<file path="config.mk">
export PLATFORM = sky130hd
export DESIGN_NAME = bpc_pres
export DESIGN_NICKNAME = d
export VERILOG_FILES = /design/src/rtl/core/bpc_pkg.sv /design/src/rtl/core/bpc_pres.sv
export SDC_FILE = /design/constraint.sdc
export NUM_CORES = 2
export LEC_CHECK = 0
export BUFFER_PORTS_ARGS = -buffer_cell sky130_fd_sc_hd__buf_4
export CORE_MARGIN = 5
export CORE_UTILIZATION = 35
export CTS_CLUSTER_SIZE = 40
export DETAILED_ROUTE_END_ITERATION = 7
export SETUP_SLACK_MARGIN = 0.2
export SYNTH_ARGS = -nofsm -noshare
export SYNTH_HDL_FRONTEND = slang
export SYNTH_SLANG_ARGS = --single-unit
</file>
<file path="constraint.sdc">
create_clock -name clk -period 6 [get_ports clk]
set_input_delay 0.6 -clock clk [delete_from_list [all_inputs] [get_ports clk]]
set_output_delay 0.6 -clock clk [all_outputs]
set_load 0.02 [all_outputs]
</file>
<file path="src/rtl/core/bpc_pkg.sv">
`default_nettype none
// ----------------------------------------------------------------------------
// bpc_pkg: shared types and constants for pressure compensation
// Field widths, fixed-point shift amounts, calibration register map and the
// stage-enable vector that runs the datapath pipeline.
// ----------------------------------------------------------------------------
package bpc_pkg;

  localparam int RAW_W      = 24;  // raw conversion results D1, D2
  localparam int CAL_W      = 16;  // calibration words C1..C6
  localparam int DT_W       = 25;  // dT = D2 - C5*256
  localparam int PROD_W     = 41;  // dT * Cx
  localparam int TEMP_W     = 19;  // TEMP, 0.01 degC
  localparam int OFF_W      = 35;  // OFF
  localparam int SENS_W     = 34;  // SENS
  localparam int SPLIT_W    = 17;  // SENS is cut into two 17-bit halves
  localparam int PART_W     = 41;  // D1 * half of SENS
  localparam int FULL_W     = 58;  // D1 * SENS
  localparam int DIFF_W     = 38;  // D1*SENS/2^21 - OFF
  localparam int PRES_W     = 23;  // P, 0.01 mbar

  localparam int T_SHIFT    = 23;
  localparam int OFF_SHIFT  = 7;
  localparam int SENS_SHIFT = 8;
  localparam int P_SHIFT    = 21;
  localparam int OUT_SHIFT  = 15;

  localparam logic signed [TEMP_W-1:0] TEMP_BASE = 19'sd2000;

  localparam int NUM_STAGES = 7;
  localparam int CFG_IDX_W  = 3;

  typedef enum logic [CFG_IDX_W-1:0] {
    REG_C1 = 3'd0,
    REG_C2 = 3'd1,
    REG_C3 = 3'd2,
    REG_C4 = 3'd3,
    REG_C5 = 3'd4,
    REG_C6 = 3'd5
  } cfg_reg_t;

  typedef struct packed {
    logic [CAL_W-1:0] c1;
    logic [CAL_W-1:0] c2;
    logic [CAL_W-1:0] c3;
    logic [CAL_W-1:0] c4;
    logic [CAL_W-1:0] c5;
    logic [CAL_W-1:0] c6;
  } cal_t;

  // One load enable per pipeline stage, stage 0 at bit 0.
  typedef logic [NUM_STAGES-1:0] stage_en_t;

endpackage : bpc_pkg
`default_nettype wire

</file>
<file path="src/rtl/core/bpc_pres.sv">
`default_nettype none
// ----------------------------------------------------------------------------
// bpc_pres: pressure stages
// Stage 3 multiplies D1 by both halves of SENS, stage 4 joins the partial
// products, stage 5 scales and subtracts OFF, stage 6 is the output register.
// ----------------------------------------------------------------------------
module bpc_pres
  import bpc_pkg::*;
(
  input  wire  logic                     clk,
  input  wire  stage_en_t                stage_en,
  input  wire  logic [RAW_W-1:0]         d1_in,
  input  wire  logic signed [TEMP_W-1:0] temp_in,
  input  wire  logic signed [OFF_W-1:0]  off_in,
  input  wire  logic signed [SENS_W-1:0] sens_in,
  output logic signed [TEMP_W-1:0]       temp_out,
  output logic signed [PRES_W-1:0]       pres_out
);

  localparam logic [FULL_W-1:0] P_RND   = (FULL_W'(1) << P_SHIFT) - FULL_W'(1);
  localparam logic [DIFF_W-1:0] OUT_RND = (DIFF_W'(1) << OUT_SHIFT) - DIFF_W'(1);

  // stage 3
  logic        [PART_W-1:0] pl_3_r;
  logic signed [PART_W-1:0] ph_3_r;
  logic signed [TEMP_W-1:0] temp_3_r;
  logic signed [OFF_W-1:0]  off_3_r;
  logic        [PART_W-1:0] pl_nxt;
  logic signed [PART_W-1:0] ph_nxt;
  // stage 4
  logic signed [FULL_W-1:0] full_4_r;
  logic signed [TEMP_W-1:0] temp_4_r;
  logic signed [OFF_W-1:0]  off_4_r;
  logic signed [FULL_W-1:0] full_nxt;
  // stage 5
  logic signed [DIFF_W-1:0] diff_5_r;
  logic signed [TEMP_W-1:0] temp_5_r;
  logic signed [FULL_W-1:0] full_adj;
  logic signed [FULL_W-1:0] full_sh;
  logic signed [DIFF_W-1:0] diff_nxt;
  // stage 6
  logic signed [PRES_W-1:0] pres_6_r;
  logic signed [TEMP_W-1:0] temp_6_r;
  logic signed [DIFF_W-1:0] diff_adj;
  logic signed [DIFF_W-1:0] diff_sh;

  // Low half of SENS is unsigned, high half carries the sign.
  assign pl_nxt = PART_W'(d1_in) * PART_W'(sens_in[SPLIT_W-1:0]);
  assign ph_nxt = $signed({1'b0, d1_in}) * $signed(sens_in[SENS_W-1:SPLIT_W]);

  assign full_nxt = (FULL_W'(ph_3_r) <<< SPLIT_W) + $signed(FULL_W'(pl_3_r));

  assign full_adj = full_4_r + $signed(full_4_r[FULL_W-1] ? P_RND : '0);
  assign full_sh  = full_adj >>> P_SHIFT;
  assign diff_nxt = DIFF_W'(full_sh) - DIFF_W'(off_4_r);

  assign diff_adj = diff_5_r + $signed(diff_5_r[DIFF_W-1] ? OUT_RND : '0);
  assign diff_sh  = diff_adj >>> OUT_SHIFT;

  always_ff @(posedge clk) begin
    if (stage_en[3]) begin
      pl_3_r   <= pl_nxt;
      ph_3_r   <= ph_nxt;
      temp_3_r <= temp_in;
      off_3_r  <= off_in;
    end
    if (stage_en[4]) begin
      full_4_r <= full_nxt;
      temp_4_r <= temp_3_r;
      off_4_r  <= off_3_r;
    end
    if (stage_en[5]) begin
      diff_5_r <= diff_nxt;
      temp_5_r <= temp_4_r;
    end
    if (stage_en[6]) begin
      pres_6_r <= PRES_W'(diff_sh);
      temp_6_r <= temp_5_r;
    end
  end

  assign temp_out = temp_6_r;
  assign pres_out = pres_6_r;

endmodule : bpc_pres
`default_nettype wire
</file>
# Word level (Yosys, flattened, before mapping)
# Index checks and enable logic that the tools add are counted.
# classes
multipliers	2
mux	2
addsub	4
# ops
operator	count
58-bit by 22-bit adder with 58-bit output	1
58-bit by 42-bit adder with 58-bit output	1
24-bit by 17-bit multiplier with 41-bit output	1
25-bit by 17-bit multiplier with 41-bit output	1
38-bit by 16-bit adder with 38-bit output	1
37-bit by 35-bit subtractor with 38-bit output	1
21-bit two-way mux	1
15-bit two-way mux	1
# word_totals
reg_bits	347
in_bits	120
out_inout_bits	42
word_cells	19

# Logic depth before layout (Yosys ltp)
# logic_depth
ltp_word	3
ltp_mapped	25
mapped_depth_nobuf	24

# Least setup slack after synthesis
# No wires, ideal clock.
# synth_timing
path_kind	in2reg
start	in d1_in[20]
end	reg pl_3_r[40], data pin
cell_stages	23
path_buffers	2
arrival_ps	6297
required_time_ps	5738
setup_time_ps	262
setup_slack_ps	-559
path_cell_list	clkbuf_1 -> clkbuf_1 -> nand2_1 -> fa_1 -> fa_1 -> fa_1 -> inv_1 -> fa_1 -> fa_1 -> inv_1 -> fa_1 -> inv_1 -> ha_1 -> nand3_1 -> nor2_1 -> nand3_1 -> a2111oi_2 -> nor3_2 -> a21oi_2 -> a41oi_4 -> o311ai_4 -> a311oi_2 -> xnor2_1
# synth_via
elab_chain_cells	1
# synth_rtl
item	line	source
start: declaration	bpc_pres.sv:12	input wire logic [RAW_W-1:0] d1_in,
24-bit by 17-bit multiplier with 41-bit output	bpc_pres.sv:48	assign pl_nxt = PART_W'(d1_in) * PART_W'(sens_in[SPLIT_W-1:0]);
net pl_nxt[40]	bpc_pres.sv:28	logic [PART_W-1:0] pl_nxt;
end signal: assignment	bpc_pres.sv:62	pl_3_r <= pl_nxt;
end: declaration	bpc_pres.sv:24	logic [PART_W-1:0] pl_3_r;
# The timed path passes the listed nets, and every way through them passes these cells.
# A chain may end at the register's enable or synchronous reset.

# Worst setup path in the final report
# layout_timing
start	in d1_in[5]
end	reg pl_3_r[38], data pin
# The elaborated chain is that of the path after synthesis.

==> out/metrics.cfg <==
[run_status]
status=finished, final reports clean

[run]
max_cap_viol_count=0

[finish]
fillers=11600
instances_no_fill=6281
drive_above_1_share_pct=17.8
syn2layout_area_growth_pct=20.3
final_cell_mix=inv_1 (838), fa_1 (634), nand2_1 (545)
num-nets-final=5768
layout_commonest_cell=inv_1

[drt]
drtIter0Drc=1565
num_vias=29400
dr.pass1.iters=6
final_antenna_net_count=0
vias_per_cell=4.68
wl_per_cell_um=16.7
drt_wl_total_um=105000
drc=0

[floorplanning]
rows=127
start_util_pct=35.2
dieArea_um2=128000
ios=162
coreArea_um2=120000
dieHeight_um=357
die_x_um=357

[synth]
synth_cells=4195
muxShareOfSynthArea_pct=0.0237
synth_warnings=0
synth_cell_types=70
synth_fa_ha_area_share_pct=41.6
synth.cell_area_um2=42200
synth_top_area_share_pct=31.3
synth_ff_type=edfxtp_1
synth_edf_count=347
ys_ff_latch=347
synth_area_leaders=fa_1 (31%), edfxtp_1 (25%), ha_1 (10%)
synth_top_family_by_area=adder cells
synthSimpleGateAreaFrac_pct=14.2
synth_compound_area_share_pct=6.16
synth_nets=5322
syn_area_per_cell_um2=10.1
synth-seq-area-share_pct=24.7
synthXorXnorAreaFrac_pct=4.15
synth_top_cell_by_area=fa_1
async_reset_ff_share_pct=0

[hold_path]
whs_path_depth=1
min_from=off_in[4]
min_path_type=in -> reg
min_to=off_3_r[4]

[clock_tree]
cts_tree=done
clock_sinks=347
clk_path_buf_depth=3
cts_root_buf=clkbuf_16
cts_inserted_buffers=36
path_clk_slew_ps=70
cts_htree_levels=2
clock_latency_ps=540

[sta]
finalHoldViolations=0
relSlewSlack_pct=44.7
drv_slew=0
max_freq_mhz=169
worst_slew_pin_slew_ps=829
period_minus_slack_ps=5930
setup_viol=0
final_min_period_over_clock_period_pct=98.9
rsz0062_at_grt=yes
clock-skew-final_ps=15.7

[global_route]
antenna_found_initial=5
grt_pass1_vias=31600
grt_usage_pct=16.5
grt_max_degree=58
grt_pass1_wl_um=168000
grt.overflow.total=0

[setup_path]
worstSetupEndpointType=flop
rr_worst_depth=24
crit_top_cell=fa_1
slowest_stage=fa_2
cp_max_fo=8
worstPathRequired_ps=6290
arrival_ps=6220
cpPeakStageDelay_ps=520
worst_setup_path_start_kind=primary input
regToRegStartpoint=full_4_r[57]
rrSetupSlack_ps=610
r2r-end=diff_5_r[36]
critical_path_class=in -> reg

[placement]
dp_cells=6187
post-dp-hpwl_um=87000
port_buffers=158
gp_congestion=0.885

-- what timing repair did --
action | 4_1_cts | 5_1_grt
buffers inserted | 6 | 17
hold endpoints to repair | 0 | 0
hold buffers | 0 | 0
resized for setup | 63 | 198
setup endpoints to repair | 23 | 36
pin swaps | 32 | 95
gates cloned | 1 | 4
-- worst max-delay path by stage --
stage	slack (ps)	startpoint	to	cells after the start
5_1_grt	-90	d1_in[7]	pl_3_r[40]	22
3_5_place_dp	-640	d1_in[5]	ph_3_r[38]	26
3_3_place_gp	-610	d1_in[10]	ph_3_r[38]	22
4_1_cts	50	d1_in[4]	ph_3_r[36]	24
2_1_floorplan	-60	sens_in[28]	ph_3_r[36]	23
6_report	70	d1_in[5]	pl_3_r[38]	25
-- critical path, delay by kind of cell --
| kind | cells | cell delay, ps |
|---|---|---|
| xor gates and xnor gates | 1 | 160 |
| adders and majority gates | 7 | 3150 |
| AOI/OAI and AO/OA | 6 | 1220 |
| and+or+nand+nor | 4 | 420 |
| buffers and inverters | 7 | 650 |
-- layout make-up --
| cell class | instances | area (µm²) | share of cell area, % |
|---|---|---|---|
| Inverter | 869 | 3260 | 6.43 |
| Sequential cell | 347 | 10400 | 20.5 |
| Antenna cell | 1 | 2.50 | 0.00493 |
| Clock buffer | 41 | 920 | 1.81 |
| Tap cell | 1612 | 2020 | 3.98 |
| Clock inverter | 24 | 234 | 0.461 |
| Timing Repair Buffer | 567 | 5090 | 10.0 |
| Multi-Input combinational cell | 2820 | 28800 | 56.7 |
-- Yosys cell counts, drive strengths merged (35+ instances only) --
| library cell | number |
|---|---|
| inv | 869 |
| fa | 660 |
| nand2 | 559 |
| and2 | 351 |
| edfxtp | 347 |
| ha | 347 |
| clkbuf | 155 |
| xnor2 | 138 |
| a21oi | 119 |
| nor2 | 94 |
| a21o | 87 |
| o21ai | 72 |
| xor2 | 62 |
| nand3 | 48 |
| and3 | 35 |
-- flip-flops by register name, summed over array words and instances (netlist names) --
name and flops:
diff_5_r 38, full_4_r 58, off_3_r 35, off_4_r 35, ph_3_r 41, pl_3_r 41, pres_out 23, temp_3_r 19
temp_4_r 19, temp_5_r 19, temp_out 19
-- metal layers --
layer  track usage (%)  routed length, µm
met1              22.4              47600
met2              28.1              49800
met3              1.90               5140
met4              4.14               2210
met5                 0                  0
-- metrics by stage --
stage | cell area (µm²) | hold WS [ps] | setup slack [ps] | utilization [%] | setup TNS [ps]
2_1_floorplan | 43000 | 400 | -61.0 | - | -203
3_3_place_gp | 48200 | 400 | -611 | 40.2 | -14940
3_5_place_dp | 48200 | 405 | -643 | 40.2 | -16350
4_1_cts | 49700 | 192 | 52.2 | 41.5 | 0
5_1_grt | 50700 | 205 | -94.4 | 42.3 | -535
6_report | 50700 | 232 | 66.1 | 42.3 | 0
-- logic make-up after synthesis --
group | after synthesis
AND/OR/NAND/NOR | 1221
buffers and inverters | 1028
adder cells (fa/ha/maj) | 1007
AO/OA/AOI/OAI | 391
flip-flops | 347
XOR/XNOR | 200
multiplexers | 1
Power is not shown: default switching activity piles up to over one toggle a cycle in this logic, so the estimate is an artifact.
