$ cat config.mk
export PLATFORM = sky130hd
export DESIGN_NAME = bpc_front
export DESIGN_NICKNAME = d
export VERILOG_FILES = /design/src/rtl/core/bpc_pkg.sv /design/src/rtl/core/bpc_front.sv
export SDC_FILE = /design/constraint.sdc
export NUM_CORES = 2
export LEC_CHECK = 0
export CORE_MARGIN = 1
export CORE_UTILIZATION = 35
export CTS_CLUSTER_DIAMETER = 100
export DETAILED_ROUTE_END_ITERATION = 10
export DONT_BUFFER_PORTS = 1
export MAX_ROUTING_LAYER = met4
export SYNTH_ARGS = -nofsm -noshare
export SYNTH_HDL_FRONTEND = slang
export SYNTH_SLANG_ARGS = --single-unit
$ cat constraint.sdc
create_clock -name clk -period 7.1 [get_ports clk]
set_input_delay 0.71 -clock clk [delete_from_list [all_inputs] [get_ports clk]]
set_output_delay 0.71 -clock clk [all_outputs]
set_load 0.01 [all_outputs]
$ cat src/rtl/core/bpc_pkg.sv
`default_nettype none
// ----------------------------------------------------------------------------
// bpc_pkg: shared types and constants for pressure compensation
// Field widths, fixed-point shift amounts, calibration register map and the
// stage-enable vector that runs the datapath pipeline.
// ----------------------------------------------------------------------------
package bpc_pkg;

  localparam int RAW_W      = 24;  // raw conversion results D1, D2
  localparam int CAL_W      = 16;  // calibration words C1..C6
  localparam int DT_W       = 25;  // dT = D2 - C5*256
  localparam int PROD_W     = 41;  // dT * Cx
  localparam int TEMP_W     = 19;  // TEMP, 0.01 degC
  localparam int OFF_W      = 35;  // OFF
  localparam int SENS_W     = 34;  // SENS
  localparam int SPLIT_W    = 17;  // SENS is cut into two 17-bit halves
  localparam int PART_W     = 41;  // D1 * half of SENS
  localparam int FULL_W     = 58;  // D1 * SENS
  localparam int DIFF_W     = 38;  // D1*SENS/2^21 - OFF
  localparam int PRES_W     = 23;  // P, 0.01 mbar

  localparam int T_SHIFT    = 23;
  localparam int OFF_SHIFT  = 7;
  localparam int SENS_SHIFT = 8;
  localparam int P_SHIFT    = 21;
  localparam int OUT_SHIFT  = 15;

  localparam logic signed [TEMP_W-1:0] TEMP_BASE = 19'sd2000;

  localparam int NUM_STAGES = 7;
  localparam int CFG_IDX_W  = 3;

  typedef enum logic [CFG_IDX_W-1:0] {
    REG_C1 = 3'd0,
    REG_C2 = 3'd1,
    REG_C3 = 3'd2,
    REG_C4 = 3'd3,
    REG_C5 = 3'd4,
    REG_C6 = 3'd5
  } cfg_reg_t;

  typedef struct packed {
    logic [CAL_W-1:0] c1;
    logic [CAL_W-1:0] c2;
    logic [CAL_W-1:0] c3;
    logic [CAL_W-1:0] c4;
    logic [CAL_W-1:0] c5;
    logic [CAL_W-1:0] c6;
  } cal_t;

  // One load enable per pipeline stage, stage 0 at bit 0.
  typedef logic [NUM_STAGES-1:0] stage_en_t;

endpackage : bpc_pkg
`default_nettype wire

$ cat src/rtl/core/bpc_front.sv
`default_nettype none
// ----------------------------------------------------------------------------
// bpc_front: temperature, offset and sensitivity stages
// Stage 0 forms dT, stage 1 the three dT products, stage 2 the truncating
// scale and the sums that give TEMP, OFF and SENS.
// ----------------------------------------------------------------------------
module bpc_front
  import bpc_pkg::*;
(
  input  wire  logic                     clk,
  input  wire  stage_en_t                stage_en,
  input  wire  cal_t                     cal,
  input  wire  logic [RAW_W-1:0]         d1_in,
  input  wire  logic [RAW_W-1:0]         d2_in,
  output logic       [RAW_W-1:0]         d1_out,
  output logic signed [TEMP_W-1:0]       temp_out,
  output logic signed [OFF_W-1:0]        off_out,
  output logic signed [SENS_W-1:0]       sens_out
);

  localparam logic [PROD_W-1:0] T_RND   = (PROD_W'(1) << T_SHIFT) - PROD_W'(1);
  localparam logic [PROD_W-1:0] OFF_RND = (PROD_W'(1) << OFF_SHIFT) - PROD_W'(1);
  localparam logic [PROD_W-1:0] S_RND   = (PROD_W'(1) << SENS_SHIFT) - PROD_W'(1);

  // stage 0
  logic        [RAW_W-1:0]  d1_0_r;
  logic signed [DT_W-1:0]   dt_0_r;
  logic signed [DT_W-1:0]   dt_nxt;
  // stage 1
  logic        [RAW_W-1:0]  d1_1_r;
  logic signed [PROD_W-1:0] pt_1_r;
  logic signed [PROD_W-1:0] po_1_r;
  logic signed [PROD_W-1:0] ps_1_r;
  logic signed [PROD_W-1:0] pt_nxt;
  logic signed [PROD_W-1:0] po_nxt;
  logic signed [PROD_W-1:0] ps_nxt;
  // stage 2
  logic        [RAW_W-1:0]  d1_2_r;
  logic signed [TEMP_W-1:0] temp_2_r;
  logic signed [OFF_W-1:0]  off_2_r;
  logic signed [SENS_W-1:0] sens_2_r;
  logic signed [PROD_W-1:0] pt_adj;
  logic signed [PROD_W-1:0] po_adj;
  logic signed [PROD_W-1:0] ps_adj;
  logic signed [PROD_W-1:0] pt_sh;
  logic signed [PROD_W-1:0] po_sh;
  logic signed [PROD_W-1:0] ps_sh;
  logic signed [TEMP_W-1:0] temp_nxt;
  logic signed [OFF_W-1:0]  off_nxt;
  logic signed [SENS_W-1:0] sens_nxt;

  assign dt_nxt = $signed({1'b0, d2_in}) - $signed({1'b0, cal.c5, 8'd0});

  assign pt_nxt = dt_0_r * $signed({1'b0, cal.c6});
  assign po_nxt = dt_0_r * $signed({1'b0, cal.c4});
  assign ps_nxt = dt_0_r * $signed({1'b0, cal.c3});

  // Divide by 2^k toward zero: bias negative values by 2^k-1, then shift.
  assign pt_adj = pt_1_r + $signed(pt_1_r[PROD_W-1] ? T_RND : '0);
  assign po_adj = po_1_r + $signed(po_1_r[PROD_W-1] ? OFF_RND : '0);
  assign ps_adj = ps_1_r + $signed(ps_1_r[PROD_W-1] ? S_RND : '0);
  assign pt_sh  = pt_adj >>> T_SHIFT;
  assign po_sh  = po_adj >>> OFF_SHIFT;
  assign ps_sh  = ps_adj >>> SENS_SHIFT;

  assign temp_nxt = TEMP_BASE + TEMP_W'(pt_sh);
  assign off_nxt  = $signed({3'b0, cal.c2, 16'd0}) + OFF_W'(po_sh);
  assign sens_nxt = $signed({3'b0, cal.c1, 15'd0}) + SENS_W'(ps_sh);

  always_ff @(posedge clk) begin
    if (stage_en[0]) begin
      d1_0_r <= d1_in;
      dt_0_r <= dt_nxt;
    end
    if (stage_en[1]) begin
      d1_1_r <= d1_0_r;
      pt_1_r <= pt_nxt;
      po_1_r <= po_nxt;
      ps_1_r <= ps_nxt;
    end
    if (stage_en[2]) begin
      d1_2_r   <= d1_1_r;
      temp_2_r <= temp_nxt;
      off_2_r  <= off_nxt;
      sens_2_r <= sens_nxt;
    end
  end

  assign d1_out   = d1_2_r;
  assign temp_out = temp_2_r;
  assign off_out  = off_2_r;
  assign sens_out = sens_2_r;

endmodule : bpc_front
`default_nettype wire

== Word-level counts from Yosys, hierarchy flattened ==
Cells that the tools add are included.

* Output and inout port bits: 112
* Logic and storage cells: 23
* Input bits: 152
* Register bits after elaboration: 308

* Multiply operators: 3
* Add/sub/neg operators: 7
* Muxes and demuxes: 3

{| class="wikitable"
|+ Operators by type and width
! operator !! number
|-
| $mul 25x17->41 || 3
|-
| $add 41x24->41 || 1
|-
| $add 41x8->41 || 1
|-
| $add 41x9->41 || 1
|-
| $add 33x34->35 || 1
|-
| $add 32x33->34 || 1
|-
| $sub 24x24->25 || 1
|-
| $mux 23 || 1
|-
| $add 12x18->19 const A || 1
|-
| $mux 8 || 1
|-
| $mux 7 || 1
|}

== Depth between registers and ports, before layout ==
* Depth after elaboration: 3
* Mapped depth: 26
* Gate-level depth less buffers: 24

== Worst setup path before layout ==
Ideal clock, no wire load.

* Path type: input to register
* From: in cal[2] (netlist name)
* To: reg pt_1_r[40] (data pin)
* Library setup time: 0.260 ns
* Stages: 23
* Required time: 6.840 ns
* Arrival: 6.976 ns
* Buffers on the path: 2
* Slack: -0.136 ns
* Cell sequence: clkbuf_1 -> clkbuf_1 -> nand2_1 -> fa_1 -> fa_1 -> fa_1 -> inv_1 -> fa_1 -> fa_1 -> inv_1 -> fa_1 -> inv_1 -> ha_1 -> a211oi_1 -> nor2_1 -> or4_1 -> a221o_1 -> a221oi_2 -> nand2_1 -> a221o_1 -> a211o_1 -> a21oi_1 -> xnor2_1

* Longest elaborated chain between the ends: 1

{| class="wikitable"
|+ RTL lines
! item !! line !! source
|-
| start: declaration || bpc_front.sv:12 || <nowiki>input wire cal_t cal,</nowiki>
|-
| $mul 25x17->41 || bpc_front.sv:54 || <nowiki>assign pt_nxt = dt_0_r * $signed({1'b0, cal.c6});</nowiki>
|-
| named net pt_nxt[40] || bpc_front.sv:34 || <nowiki>logic signed [PROD_W-1:0] pt_nxt;</nowiki>
|-
| end signal: assignment || bpc_front.sv:77 || <nowiki>pt_1_r <= pt_nxt;</nowiki>
|-
| end: declaration || bpc_front.sv:31 || <nowiki>logic signed [PROD_W-1:0] pt_1_r;</nowiki>
|}

The timed path passes the listed nets, and every way through them passes these cells.
A chain may end at the register's enable or synchronous reset.

== Worst setup path in the final report ==
* From: reg dt_0_r[5]
* To: reg pt_1_r[40] (data pin)

* Longest elaborated chain between the ends: 1

{| class="wikitable"
|+ RTL lines
! item !! line !! source
|-
| start: declaration || bpc_front.sv:27 || <nowiki>logic signed [DT_W-1:0] dt_0_r;</nowiki>
|-
| start signal: assignment || bpc_front.sv:73 || <nowiki>dt_0_r <= dt_nxt;</nowiki>
|-
| $mul 25x17->41 || bpc_front.sv:54 ||
|-
| named net pt_nxt[40] || bpc_front.sv:34 ||
|}

The timed path passes the listed nets, and every way through them passes these cells.

==> summary.txt <==
Logic synthesis
  • Post-synth EDFFs: 308
  • Netlist Area Pre-Place: 0.0567 sq mm
  • Post-Synthesis Mean Instance Area: 9.61 sq um
  • Synth warnings: 0
  • Predominant post-synthesis flop cell: edfxtp_1
  • Syn nets: 7,597
  • Sequential-to-total area share from yosys stat: 16.3%
  • Register bit count reported by yosys: 308
  • Post-synthesis instance total: 5,900
  • Share of synthesized registers carrying an async set or reset: 0%
  • Number of distinct standard cells referenced by the synthesized netlist: 58

Global route
  • Leftover overflow at the end of global routing: 0
  • All-Layer GR Usage: 17.9%
  • Largest net degree at the start of global routing: 148
  • Antenna violations before repair: 11
  • Number of global-route vias before repair: 41.5k
  • First-pass GRT wire length: 224 mm

Route
  • Total number of vias: 38.6k
  • Wire length per cell: 17.1 microns
  • Number of antenna-violating nets in the routed design: 0
  • Initial drt markers: 1,959
  • # DRC: 0
  • Vias per cell: 4.78
  • Routed wire length: 138 mm
  • First-pass iteration count of the detailed router: 5

Place
  • Total of buffers placed on input and output ports: 0
  • Half-perimeter wire length after placement: 111 mm
  • Final weighted congestion of routability-driven global placement: 0.882

Timing
  • Relative slew slack: 37.0%
  • Transition time at the pin with the least slew margin: 0.937 ns
  • Min Clock Period, post-route: 6.95 ns
  • Setup repair after global routing missed its margin: yes
  • Final Setup Violations: 0
  • Fraction of the cycle the final worst path needs: 97.9%
  • Final-report max-slew violation count: 0
  • Highest achievable clock rate: 144 MHz
  • Worst clock skew: 0.0245 ns
  • Final Hold Vio Count: 0

Hold path
  • Worst min-delay path class: in2reg

Clocking
  • Clock insertion delay at the later pin of the skew report: 0.63 ns
  • Inserted Clock Buffers: 42
  • H-tree Lvls: 2
  • CTS tree: done
  • Number of buffers between clock root and the deepest sink: 3
  • Sinks on the clock net: 308
  • CTS clock-pin slew for the worst setup and hold paths: 0.06 ns
  • Clk Tree Root Cell: clkbuf_16

Finish
  • Most common cell after layout, fill and taps aside: inv_1
  • Area growth, synth to finish: 9.46%
  • Share of cells above drive strength 1: 5.59%
  • Utilization of the core after routing: 38.6%
  • Net count of the finished layout: 7,582
  • Most frequent cells in the layout: inv_1 (1,462), fa_1 (1,154), nand2_1 (824)

Run
  • Max capacitance violation total: 0

Die
  • Full die area: 0.164 sq mm
  • Total core area: 0.161 sq mm
  • Count of standard-cell rows: 147
  • IO Pins: 264
  • Effective utilization at floorplan: 35.3%
  • Width of the die: 405 microns
  • Vert. Die Dim: 405 microns

Setup path
  • WP data arrival: 7.32 ns
  • Largest fanout on the critical path: 6
  • Critical Path Start Type: flip-flop
  • Data required time at the worst endpoint: 7.47 ns
  • Kind of critical path: reg2reg
  • Worst Setup End Kind: flip-flop

Status
  • Status: finished clean
worst paths after layout:
path / from / endpoint / slack [ns] / depth (start not counted)
worst max-delay path: dt_0_r[5]$_DFFE_PP_ / pt_1_r[40]$_DFFE_PP_ / 0.15 / 23
worst min-delay path: d1_in[6] / d1_0_r[6]$_DFFE_PP_ / 0.17 / 0
worst max register to register: dt_0_r[5]$_DFFE_PP_ / pt_1_r[40]$_DFFE_PP_ / 0.15 / 23
worst min register to register: d1_0_r[13]$_DFFE_PP_ / d1_1_r[13]$_DFFE_PP_ / 0.42 / 0
cells in the mapped netlist, drive strengths merged, types with 23 or more instances:
| master | n | area (sq um) |
|---|---|---|
| ha | 384 | 4800 |
| nor3 | 33 | 165 |
| o21bai | 23 | 173 |
| inv | 1470 | 5520 |
| nand3 | 53 | 265 |
| nand4 | 26 | 163 |
| clkbuf | 246 | 923 |
| a21oi | 143 | 716 |
| and3 | 25 | 156 |
| a21o | 62 | 465 |
| nor2 | 87 | 327 |
| edfxtp | 308 | 9250 |
| nand2b | 23 | 144 |
| fa | 1161 | 23200 |
| nor2b | 28 | 175 |
| o21ai | 79 | 395 |
| xnor2 | 192 | 1680 |
| nand2 | 825 | 3100 |
| and2 | 494 | 3090 |
| xor2 | 67 | 587 |
state kept, by name, summed over array words and instances (netlist names):
name and flops:
d1_0_r 24, d1_1_r 24, d1_out 24, dt_0_r 25, off_out 35, po_1_r 41
ps_1_r 41, pt_1_r 41, sens_out 34, temp_out 19
layout make-up:
type	count	area, sq um
well taps	2160	2700
inverters	1470	5520
multi-input cells	3876	41300
repair buffers	187	1870
flip-flops and latches	308	9250
diodes	4	10.0
fillers	16000	98700
clock buffers	46	1070
clock inverters	29	380
what timing repair did:
item / 4_1_cts / 5_1_grt
pin swaps: 0 / 53
hold buffers: 0 / 0
cloned: 0 / 4
setup buffers: 0 / 29
setup endpoints to repair: 3 / 17
resized for setup: 2 / 82
metal layers:
metal  share of wire, %  global-route usage (%)  vias to the layer above
li1                   -                       -                    17600
met1                 43                    22.9                    20000
met2                 49                    29.9                      838
met3                5.2                    2.64                      172
met4                2.4                    4.03                        0
met5                  0                       -                        -
per-stage QoR:
stage	setup TNS, ns	hold WS, ns	cells	setup slack, ns	cell area [sq um]
final	0	0.172	8080	0.152	62100
after global routing	-0.123	0.130	8079	-0.0749	62100
after CTS	0	0.110	8043	0.0295	61400
after detailed placement	-0.484	0.405	7968	-0.308	60000
after global placement	-0.638	0.400	7968	-0.343	60000
after floorplan	0	0.400	5900	0.00824	56700
kinds of logic (layout without fill, tap and decap cells):
logic type | count (synthesis) | count (layout) | share of synthesized area [%]
multiplexers | 1 | 1 | 0.0177
buffers and inverters | 1716 | 1732 | 11.4
AND/OR/NAND/NOR | 1637 | 1637 | 13.9
AO/OA/AOI/OAI | 432 | 432 | 4.88
flip-flops | 308 | 308 | 16.3
other | 0 | 4 | 0
XOR/XNOR | 259 | 259 | 4.00
adder cells (fa/ha/maj) | 1547 | 1547 | 49.5
critical path: stages, from the launching register on:
cell	delay, ns
edfxtp_1	0.46
buf_12	0.18
and2_4	0.15
fa_1	0.49
inv_2	0.04
fa_1	0.48
inv_1	0.05
fa_1	0.55
fa_2	0.47
fa_1	0.51
inv_1	0.05
fa_1	0.47
inv_1	0.04
ha_2	0.17
a211oi_2	0.24
nor2_2	0.07
or4_4	0.48
a221o_1	0.39
a221oi_4	0.36
nand2_2	0.09
a221o_1	0.38
a211o_1	0.32
a21oi_2	0.13
xnor2_1	0.09
Power is not shown: default switching activity piles up to over one toggle a cycle in this logic, so the estimate is an artifact.
